File: src/hw/rtl/wsd_pkg.sv
// shared types and constants for the websocket frame deframer
`default_nettype none

package wsd_pkg;

  localparam int LENGTH_BITS = 64;
  localparam int QUEUE_DEPTH = 2;
  localparam int QCOUNT_W    = $clog2(QUEUE_DEPTH + 1);

  localparam logic [3:0] OP_CLOSE = 4'h8;
  localparam logic [6:0] LEN_EXT16 = 7'd126;
  localparam logic [6:0] LEN_EXT64 = 7'd127;

  typedef enum logic [1:0] {
    KIND_PAYLOAD = 2'd0,
    KIND_EMPTY   = 2'd1,
    KIND_CLOSE   = 2'd2
  } kind_t;

  typedef struct packed {
    kind_t      kind;
    logic [7:0] data;
    logic [7:0] key;
    logic [3:0] opcode;
    logic       fin;
    logic       last;
  } wsd_entry_t;

endpackage

`default_nettype wire

File: src/hw/rtl/wsd_front.sv
// header parser: tracks frame state and classifies each stream word
`default_nettype none

module wsd_front import wsd_pkg::*; (
  input  wire logic       clk,
  input  wire logic       rst,
  input  wire logic       accept,
  input  wire logic [7:0] in_byte,
  output logic            push,
  output wsd_entry_t      push_ent
);

  typedef enum logic [2:0] {
    PH_HDR0   = 3'd0,
    PH_HDR1   = 3'd1,
    PH_EXT    = 3'd2,
    PH_KEY    = 3'd3,
    PH_DATA   = 3'd4,
    PH_CLOSED = 3'd5
  } phase_t;

  phase_t                 phase, phase_next;
  logic                   frame_fin, frame_fin_next;
  logic [3:0]             frame_opcode, frame_opcode_next;
  logic                   masked, masked_next;
  logic [LENGTH_BITS-1:0] remaining, remaining_next;
  logic [2:0]             ext_count, ext_count_next;
  logic [31:0]            mask_key, mask_key_next;
  logic [1:0]             mask_pos, mask_pos_next;

  always_comb begin
    logic [LENGTH_BITS-1:0] rem_shift;
    logic [6:0]             len7;
    phase_next        = phase;
    frame_fin_next    = frame_fin;
    frame_opcode_next = frame_opcode;
    masked_next       = masked;
    remaining_next    = remaining;
    ext_count_next    = ext_count;
    mask_key_next     = mask_key;
    mask_pos_next     = mask_pos;
    rem_shift         = {remaining[LENGTH_BITS-9:0], in_byte};
    len7              = in_byte[6:0];
    push              = 1'b0;
    push_ent.kind     = KIND_PAYLOAD;
    push_ent.data     = 8'd0;
    push_ent.key      = 8'd0;
    push_ent.opcode   = frame_opcode;
    push_ent.fin      = frame_fin;
    push_ent.last     = 1'b1;
    unique case (phase)
      PH_HDR1: begin
        if (frame_opcode == OP_CLOSE) begin
          phase_next    = PH_CLOSED;
          push          = 1'b1;
          push_ent.kind = KIND_CLOSE;
        end else begin
          masked_next = in_byte[7];
          if (len7 == LEN_EXT16) begin
            remaining_next = '0;
            ext_count_next = 3'd1;
            phase_next     = PH_EXT;
          end else if (len7 == LEN_EXT64) begin
            remaining_next = '0;
            ext_count_next = 3'd7;
            phase_next     = PH_EXT;
          end else begin
            remaining_next = LENGTH_BITS'(len7);
            mask_pos_next  = 2'd0;
            if (in_byte[7]) begin
              phase_next = PH_KEY;
            end else if (len7 == 7'd0) begin
              phase_next    = PH_HDR0;
              push          = 1'b1;
              push_ent.kind = KIND_EMPTY;
            end else begin
              phase_next = PH_DATA;
            end
          end
        end
      end
      PH_EXT: begin
        remaining_next = rem_shift;
        if (ext_count != 3'd0) begin
          ext_count_next = ext_count - 3'd1;
        end else begin
          mask_pos_next = 2'd0;
          if (masked) begin
            phase_next = PH_KEY;
          end else if (rem_shift == '0) begin
            phase_next    = PH_HDR0;
            push          = 1'b1;
            push_ent.kind = KIND_EMPTY;
          end else begin
            phase_next = PH_DATA;
          end
        end
      end
      PH_KEY: begin
        mask_key_next = {mask_key[23:0], in_byte};
        mask_pos_next = mask_pos + 2'd1;
        if (mask_pos == 2'd3) begin
          if (remaining == '0) begin
            phase_next    = PH_HDR0;
            push          = 1'b1;
            push_ent.kind = KIND_EMPTY;
          end else begin
            phase_next = PH_DATA;
          end
        end
      end
      PH_DATA: begin
        push           = 1'b1;
        push_ent.data  = in_byte;
        push_ent.key   = masked ? mask_key[{~mask_pos, 3'b000} +: 8] : 8'd0;
        push_ent.last  = (remaining == LENGTH_BITS'(1));
        remaining_next = remaining - LENGTH_BITS'(1);
        mask_pos_next  = mask_pos + 2'd1;
        if (remaining == LENGTH_BITS'(1)) begin
          phase_next    = PH_HDR0;
          mask_pos_next = 2'd0;
        end
      end
      PH_CLOSED: begin
        phase_next = PH_CLOSED;
      end
      default: begin
        frame_fin_next    = in_byte[7];
        frame_opcode_next = in_byte[3:0];
        phase_next        = PH_HDR1;
      end
    endcase
  end

  always_ff @(posedge clk) begin
    if (rst) begin
      phase        <= PH_HDR0;
      frame_fin    <= 1'b0;
      frame_opcode <= 4'd0;
      masked       <= 1'b0;
      remaining    <= '0;
      ext_count    <= 3'd0;
      mask_key     <= 32'd0;
      mask_pos     <= 2'd0;
    end else if (accept) begin
      phase        <= phase_next;
      frame_fin    <= frame_fin_next;
      frame_opcode <= frame_opcode_next;
      masked       <= masked_next;
      remaining    <= remaining_next;
      ext_count    <= ext_count_next;
      mask_key     <= mask_key_next;
      mask_pos     <= mask_pos_next;
    end
  end

endmodule

`default_nettype wire

File: src/hw/rtl/wsd_queue.sv
// two-entry queue between the header parser and the output stage
`default_nettype none

module wsd_queue import wsd_pkg::*; (
  input  wire logic        clk,
  input  wire logic        rst,
  input  wire logic        push,
  input  wire wsd_entry_t  push_ent,
  input  wire logic        pop,
  output logic             full,
  output logic             not_empty,
  output wsd_entry_t       head
);

  logic [QCOUNT_W-1:0] count;
  wsd_entry_t          slot0, slot1;

  assign full      = (count == QCOUNT_W'(QUEUE_DEPTH));
  assign not_empty = (count != '0);
  assign head      = slot0;

  always_ff @(posedge clk) begin
    if (rst) begin
      count <= '0;
    end else begin
      case ({push, pop})
        2'b10:   count <= count + QCOUNT_W'(1);
        2'b01:   count <= count - QCOUNT_W'(1);
        default: count <= count;
      endcase
    end
  end

  always_ff @(posedge clk) begin
    if (push && ((count == '0) || ((count == QCOUNT_W'(1)) && pop))) begin
      slot0 <= push_ent;
    end else if (pop) begin
      slot0 <= slot1;
    end
    if (push && (count == QCOUNT_W'(1)) && !pop) begin
      slot1 <= push_ent;
    end
  end

endmodule

`default_nettype wire

File: src/hw/rtl/wsd_back.sv
// output stage: unmasks payload words and holds the result register
`default_nettype none

module wsd_back import wsd_pkg::*; (
  input  wire logic       clk,
  input  wire logic       rst,
  input  wire logic       q_valid,
  input  wire wsd_entry_t q_head,
  output logic            pop,
  output logic            out_valid,
  input  wire logic       out_stall,
  output logic [1:0]      kind,
  output logic [7:0]      out_byte,
  output logic [3:0]      opcode,
  output logic            fin,
  output logic            last
);

  assign pop = q_valid && (!out_valid || !out_stall);

  always_ff @(posedge clk) begin
    if (rst) begin
      out_valid <= 1'b0;
    end else if (!out_valid || !out_stall) begin
      out_valid <= q_valid;
    end
  end

  always_ff @(posedge clk) begin
    if (pop) begin
      kind     <= q_head.kind;
      out_byte <= q_head.data ^ q_head.key;
      opcode   <= q_head.opcode;
      fin      <= q_head.fin;
      last     <= q_head.last;
    end
  end

endmodule

`default_nettype wire

File: src/hw/rtl/websocket_frame_deframer.sv
// top level of the websocket frame deframer
// Takes one stream word per clock with no bubbles: a word is accepted every cycle that in_valid
// is high and in_stall is low, and in_stall rises only when the two-entry result queue is full
// because the output side is stalling. The per-word frame state update in the header parser is
// the step that sets this rate. A result enters the result queue when its word is accepted and
// passes from there into the output register. Header, extended-length and key words give no
// payload byte; each payload word gives one unmasked byte, a zero-length frame one empty marker,
// and a close frame one close marker, after which all words are dropped until reset.
`default_nettype none

module websocket_frame_deframer import wsd_pkg::*; (
  input  wire logic       clk,
  input  wire logic       rst,
  input  wire logic       in_valid,
  output logic            in_stall,
  input  wire logic [7:0] in_byte,
  output logic            out_valid,
  input  wire logic       out_stall,
  output logic [1:0]      kind,
  output logic [7:0]      out_byte,
  output logic [3:0]      opcode,
  output logic            fin,
  output logic            last
);

  logic       accept;
  logic       push;
  wsd_entry_t push_ent;
  logic       q_full;
  logic       q_valid;
  wsd_entry_t q_head;
  logic       pop;

  assign in_stall = q_full;
  assign accept   = in_valid && !q_full;

  wsd_front u_front (
    .clk      (clk),
    .rst      (rst),
    .accept   (accept),
    .in_byte  (in_byte),
    .push     (push),
    .push_ent (push_ent)
  );

  wsd_queue u_queue (
    .clk       (clk),
    .rst       (rst),
    .push      (push && accept),
    .push_ent  (push_ent),
    .pop       (pop),
    .full      (q_full),
    .not_empty (q_valid),
    .head      (q_head)
  );

  wsd_back u_back (
    .clk       (clk),
    .rst       (rst),
    .q_valid   (q_valid),
    .q_head    (q_head),
    .pop       (pop),
    .out_valid (out_valid),
    .out_stall (out_stall),
    .kind      (kind),
    .out_byte  (out_byte),
    .opcode    (opcode),
    .fin       (fin),
    .last      (last)
  );

endmodule

`default_nettype wire

File: config.mk
export PLATFORM = sky130hd
export DESIGN_NAME = websocket_frame_deframer
export DESIGN_NICKNAME = d
export VERILOG_FILES = /design/src/hw/rtl/wsd_pkg.sv /design/src/hw/rtl/wsd_front.sv /design/src/hw/rtl/wsd_queue.sv /design/src/hw/rtl/wsd_back.sv /design/src/hw/rtl/websocket_frame_deframer.sv
export SDC_FILE = /design/constraint.sdc
export NUM_CORES = 1
export LEC_CHECK = 0
export BUFFER_PORTS_ARGS = -buffer_cell sky130_fd_sc_hd__buf_2
export CORE_AREA = 2 2 147 149
export CTS_CLUSTER_SIZE = 40
export DETAILED_ROUTE_END_ITERATION = 8
export DIE_AREA = 0 0 149 151
export GPL_TIMING_DRIVEN = 0
export HOLD_SLACK_MARGIN = 0.1
export SLEW_MARGIN = 40
export SYNTH_ARGS = -nofsm -noshare
export SYNTH_HDL_FRONTEND = slang
export SYNTH_SLANG_ARGS = --single-unit
File: constraint.sdc
create_clock -name clk -period 7.1 [get_ports clk]
set_clock_uncertainty 0.05 [all_clocks]
set_input_delay 0 -clock clk [delete_from_list [all_inputs] [get_ports clk]]
set_output_delay 0 -clock clk [all_outputs]
set_load 0.05 [all_outputs]
==> results of run 1 <==
==> Yosys cell counts (4+ instances only) <==
cell      number
a21oi_1       92
or2_2          5
nand4_1       11
o32ai_1        9
mux4_2         8
buf_2          4
ha_1          10
and2_1        11
nand2_1      126
edfxtp_1      64
a22o_1        23
o211ai_1       6
a221oi_1       6
a32oi_1       15
clkbuf_1      57
a41oi_1        4
o21ai_0       51
a211oi_1      10
nor4_4         4
mux2_2         5
or4_1         10
a31oi_1        9
nor4_1        20
a21o_1         5
dfxtp_1      113
nor3b_1        4
mux2i_1       12
inv_1         21
a22oi_1       11
o22ai_1       14
nand3_1       28
nor3_1        42
buf_1          8
nor2_1        78
or3_1         20
xor2_1        11
nand2b_1      12
a32o_1         5
o21a_1         7
and3_1        19
==> metal layers <==
| metal | vias up | GRT usage, % |
|---|---|---|
| li1 | 3985 | - |
| met1 | 4131 | 38.3 |
| met4 | 0 | 9.90 |
| met3 | 82 | 6.02 |
| met5 | - | 0 |
| met2 | 463 | 41.4 |
==> cell usage in the layout (no fill, tap or decap), types with 11 or more instances in the layout <==
master     instances
edfxtp_1          64
clkbuf_1          56
mux2i_1           12
a32oi_1           15
nor2_1            77
nand2b_1          11
inv_1             21
dfxtp_1          113
a21oi_1           91
buf_2             32
a22o_1            23
o21ai_0           51
clkbuf_16         17
nor4_1            20
nand4_1           11
xor2_1            11
and3_1            19
o22ai_1           14
a22oi_1           11
and2_1            11
or3_1             20
nand3_1           28
nor3_1            41
nand2_1          126
==> cell families after synthesis <==
kind of cell               after synthesis  synth area share, %
DFF                                    177                 45.3
adders and majority gates               10                 1.36
buffers and inverters                   93                 4.00
xor gates and xnor gates                12                 1.14
muxes                                   25                 3.86
and+or+nand+nor                        413                 23.3
AOI/OAI and AO/OA                      293                 21.0
==> final cells by class <==
type	instances	area (um^2)
fill	2020	10300
multi-input combinational	753	4700
sequential	177	4180
clock buffer	17	425
tap	275	344
buffer	71	288
timing repair buffer	42	278
clock inverter	15	229
inverter	22	82.6
==> where the power goes <==
part | switching (mW) | total, mW | leakage, nW | internal, mW
clock | 0.486 | 1.03 | 0.316 | 0.548
combinational | 1.07 | 1.50 | 1.86 | 0.431
sequential | 0.0776 | 1.31 | 1.53 | 1.23
total | 1.63 | 3.85 | 3.70 | 2.21
==> path summary, 6_finish.rpt <==
| kind | depth (start not counted) | startpoint | to |
|---|---|---|---|
| max | 8 | u_front.remaining[14]$_SDFFE_PP0P_ | u_queue.head[0]$_DFFE_PP_ |
| max reg2reg | 8 | u_front.remaining[14]$_SDFFE_PP0P_ | u_queue.head[0]$_DFFE_PP_ |
| min | 5 | in_valid | u_front.phase[2]$_SDFFE_PP0P_ |
| min reg2reg | 0 | u_queue.head[22]$_DFFE_PP_ | u_back.kind[0]$_DFFE_PP_ |
==> flip-flops by register name, indices dropped and copies added, names as in the netlist <==
register	count
u_back.fin	1
u_back.kind	2
u_back.last	1
u_back.opcode	4
u_back.out_byte	8
u_back.out_valid	1
u_front.ext_count	3
u_front.frame_fin	1
u_front.frame_opcode	4
u_front.mask_key	32
u_front.mask_pos	2
u_front.masked	1
u_front.phase	3
u_front.remaining	64
u_queue.count	2
u_queue.head	24
u_queue.slot1	24
==> metrics by stage <==
step	hold slack [ps]	util, %	instance area [um^2]	setup slack (ps)	power [mW]
6_report	204	50.6	10500	3540	3.85
5_1_grt	296	50.6	10500	3390	3.99
4_1_cts	161	50.6	10500	3620	3.80
3_5_place_dp	271	47.0	9780	3640	2.78
3_3_place_gp	249	46.7	9720	1510	2.76
2_1_floorplan	86.0	-	9230	3090	2.35
==> tightest hold or removal path, cell delays in order <==
cell	delay [ps]
buf_2	100
nand2b_1	200
a21oi_1	120
a21oi_1	170
a311oi_1	60
==> metrics.txt, run 1 <==
status=complete, no violations; number of synthesized flops with an enable pin=64; vias in the first global route=8009; R2R Setup Slk=3540 ps; die height=151 um; Non-Filler Instances=1372; detailed router's first-iteration violation count=1106; met3 wire len=2760 um; Die W=149 um; Worst-Skew Late Latency=460 ps; element type at the critical path end=flip-flop; Post-synth ARST share=0%; Slew Limit Fails=0; first-pass GRT wire length=46600 um; critical-path maximum fanout=24; CTS resizes=0; CTS Buf Count=17; row count=53; YS warnings=0; antenna violations before repair=0; PwrDens=365 mW/mm^2; Ant. Diodes=0; Post-Syn Nets=1045; WP buf/inv=2; met1 wire length=13200 um; Max Cap Viol=0; Hold Violations, Final=0; Worst-path clk slew=80 ps; DRC viols=0; Syn Inst Count=1023; share of cells above drive strength 1=10.7%; Hold Buf Count CTS=10; gr usage total=27.3%; dpl hpwl=21000 um; core footprint=0.0208 mm^2; Cell Chain, Critical Path=nor3_1 -> nand3_1 -> nor4_1 -> nand3_1 -> a21o_1 -> buf_2 -> buf_2 -> nand2b_2; TritonRoute pass-1 iters=6; highest-delay cell along the critical path=nor4_1; number of I/O port buffers=28; DR top layer=met4; DR vias/cell=6.31; Root Driver=clkbuf_16; vias post-DR=8661; sequential area share after synthesis=45.3%; endpoints failing setup=0; Total Wirelength=30300 um; Max Freq=281 MHz; Worst Path Required=7140 ps; Synth Flop Type=dfxtp_1; critical path class=reg2reg; Crit path largest cell delay=590 ps; Yosys top cell area share=24.5%; worst min path class=in2reg; worst-case clock buffer depth=2; RSZ-0062 raised after global routing=false; cell area after synthesis=0.00923 mm^2; Setup TNS=0 ps; DP Cell Count=1330; Worst-Margin Slew=969 ps; Final ANT Viol Nets=0; clock sink count=177; Synth Register Bits=177; Yosys cell types=73; initial core utilization=44.3%; NumNets Final=1106; Synth Area per Inst=9.02 um^2; H-Tree Level Count=4; TritonCTS clock tree=done; setup bufs post-CTS=0; CP arrival=3600 ps; largest net degree at the start of global routing=25; Crit path max-delay family=simple AND/OR/NAND/NOR gates; post-synth top area cell=dfxtp_1; Avg WL per Cell=22.1 um; Critical Path Source Type=flip-flop; IO Count=30; met2 WL=13400 um; top cells by area, synth=dfxtp_1 (25%), edfxtp_1 (21%), nand2_1 (5.1%); VDD IR max=162 uV; P_leak=3.70 nW; P&R area growth vs syn=14.1%; post-route minimum period=3560 ps; Max-slew headroom=35.4%; period utilization=50.1%; grt ovf=0; GP Congestion=0.939; die area=0.0225 mm^2
No activity file was read; power rests on OpenSTA's default activity.
==> inputs of run 2 (changes only) <==
==> constraint.sdc (replaced) <==
create_clock -name clk -period 3.7 [get_ports clk]
set_clock_uncertainty 0.05 [all_clocks]
set_input_delay 0 -clock clk [delete_from_list [all_inputs] [get_ports clk]]
set_output_delay 0 -clock clk [all_outputs]
set_load 0.05 [all_outputs]
==> run 2 against run 1 <==
- routed wire length rose by 1.3%
- combinational power is 94% higher
- highest routed layer unchanged
- critical path depth unchanged
- critical endpoint is now u_queue.slot1[10]$_DFFE_PP_
- cell area fell by 0.25%
- core utilization fell by 0.13 points
- count of clock-buffer cells in the layout stayed put
- non-clock buffer count fell by 1
- largest cell class unchanged
- first-iteration DRC count is 4.9% lower
- die area did not move
- register-to-register slack worse by 3200 ps
- worst hold slack gained 5.3 ps
- cell count about the same
==> metrics.txt, run 2 (same netlist as run 1, synthesis figures left out) <==
status=complete, no violations; DR vias/cell=6.38; Slew Limit Fails=0; number of I/O port buffers=28; min-delay src=in_valid; worst-case clock buffer depth=2; share of cells above drive strength 1=10.5%; element type at the critical path end=flip-flop; met1 wire length=13000 um; TritonRoute pass-1 iters=6; reg2reg start=u_front.remaining[14]$_SDFFE_PP0P_; RSZ-0062 raised after global routing=false; detailed router's first-iteration violation count=1052; H-Tree Level Count=4; Total Wirelength=30700 um; Worst-Skew Late Latency=440 ps; Avg WL per Cell=22.4 um; die area=0.0225 mm^2; Root Driver=clkbuf_16; CP arrival=3460 ps; NumNets Final=1105; dpl hpwl=21000 um; endpoints failing setup=0; Critical Path Stages=8; setup bufs post-CTS=0; vias in the first global route=8291; Reg area=0.00418 mm^2; design area=0.0105 mm^2; worst min path class=in2reg; Critical Path Source Type=flip-flop; met2 WL=13600 um; Reg2Reg Capture Point=u_queue.slot1[10]$_DFFE_PP_; P&R area growth vs syn=13.8%; Worst Reg-to-Reg Cells=8; PwrDens=694 mW/mm^2; Worst-Margin Slew=925 ps; Crit path max-delay family=simple AND/OR/NAND/NOR gates; P_leak=3.69 nW; Cell Chain, Critical Path=nor3_1 -> nand3_1 -> nor4_1 -> nand3_1 -> a21o_1 -> nor3b_4 -> buf_4 -> buf_6; critical-path maximum fanout=11; highest-delay cell along the critical path=nor4_1; Max-slew headroom=38.3%; commonest non-fill, non-tap cells in the layout=nand2_1 (126), dfxtp_1 (113), a21oi_1 (91); DR top layer=met4; R2R Setup Slk=340 ps; Ant. Diodes=0; Crit path largest cell delay=530 ps; core footprint=0.0208 mm^2; CTS Buf Count=17; IO Count=30; row count=53; post-route minimum period=3360 ps; clock sink count=177; commonest non-fill, non-tap cell in the layout=nand2_1; Total Power=7.29 mW; GP Congestion=0.942; largest net degree at the start of global routing=25; Die W=149 um; critical path class=reg2reg; VDD IR max=311 uV; most frequent CP cell=nand3_1; antenna violations before repair=0; period utilization=90.8%; crit path to=u_queue.slot1[10]$_DFFE_PP_; CP startpoint=u_front.remaining[14]$_SDFFE_PP0P_; max FFs per register=64; Hold Violations, Final=0; multi-input logic area=0.00472 mm^2; DP Area=0.00977 mm^2; Worst-path clk slew=80 ps; initial core utilization=44.3%; biggest regs=u_front.remaining: 64 flops, u_front.mask_key: 32 flops; vias post-DR=8742; Max Cap Viol=0; grt ovf=0; Top reg by flops=u_front.remaining; WP buf/inv=2; met3 wire len=3070 um; filler cell count=2001; DRC viols=0; gr usage total=27.7%; TritonCTS clock tree=done; Max Freq=298 MHz; die height=151 um; Final ANT Viol Nets=0; first-pass GRT wire length=47600 um; fin util=50.5%; Worst Path Required=3800 ps
run 2: layer usage:
layer / GRT usage [%] / vias up
met4: 10.5 / 0
li1: - / 3973
met3: 6.57 / 93
met2: 42.3 / 519
met5: 0 / -
met1: 38.4 / 4157
run 2: tightest hold or removal path, delay by kind of cell:
kind,cells,cell delay [ps]
buf+inv,1,100
simple gates,1,230
compound gates,3,330
run 2: area by class of cell:
class / instances / area share (%)
clock inverters: 15 / 1.87
well taps: 275 / 3.27
flip-flops and latches: 177 / 39.8
repair buffers: 41 / 2.61
inverters: 22 / 0.786
clock buffers: 17 / 4.05
multi-input cells: 753 / 44.9
plain buffers: 71 / 2.73
run 2: how the worst min path moves through the flow:
stage / depth (start not counted) / end / slack, ps
floorplan: 2 / u_front.mask_key[0]$_SDFFE_PP0P_ / 90
global placement: 3 / u_back.out_valid$_SDFFE_PP0N_ / 250
detailed placement: 3 / u_back.out_valid$_SDFFE_PP0N_ / 280
CTS: 5 / u_front.phase[2]$_SDFFE_PP0P_ / 170
global route: 5 / u_front.phase[2]$_SDFFE_PP0P_ / 230
finish: 5 / u_front.phase[2]$_SDFFE_PP0P_ / 210
run 2: repair_timing:
action	CTS	global route
hold endpoints to repair	56	0
setup endpoints to repair	2	24
gates cloned	0	0
hold buffers	10	0
gates resized for setup	1	1
pin swaps	0	0
run 2: through the flow:
stage / TNS, ps / cells / worst slack, ps / hold WS [ps]
floorplan: 0 / 1023 / 526 / 86.0
global placement: -24270 / 1326 / -668 / 249
detailed placement: 0 / 1329 / 39.9 / 283
CTS: 0 / 1371 / 262 / 171
global route: 0 / 1371 / 105 / 232
finish: 0 / 1371 / 339 / 210
run 2: power breakdown:
part           total, mW  switching, mW  internal (mW)
Clock               1.87          0.948          0.926
Sequential          2.51          0.145           2.37
Combinational       2.91           2.07          0.833
Total               7.29           3.17           4.12
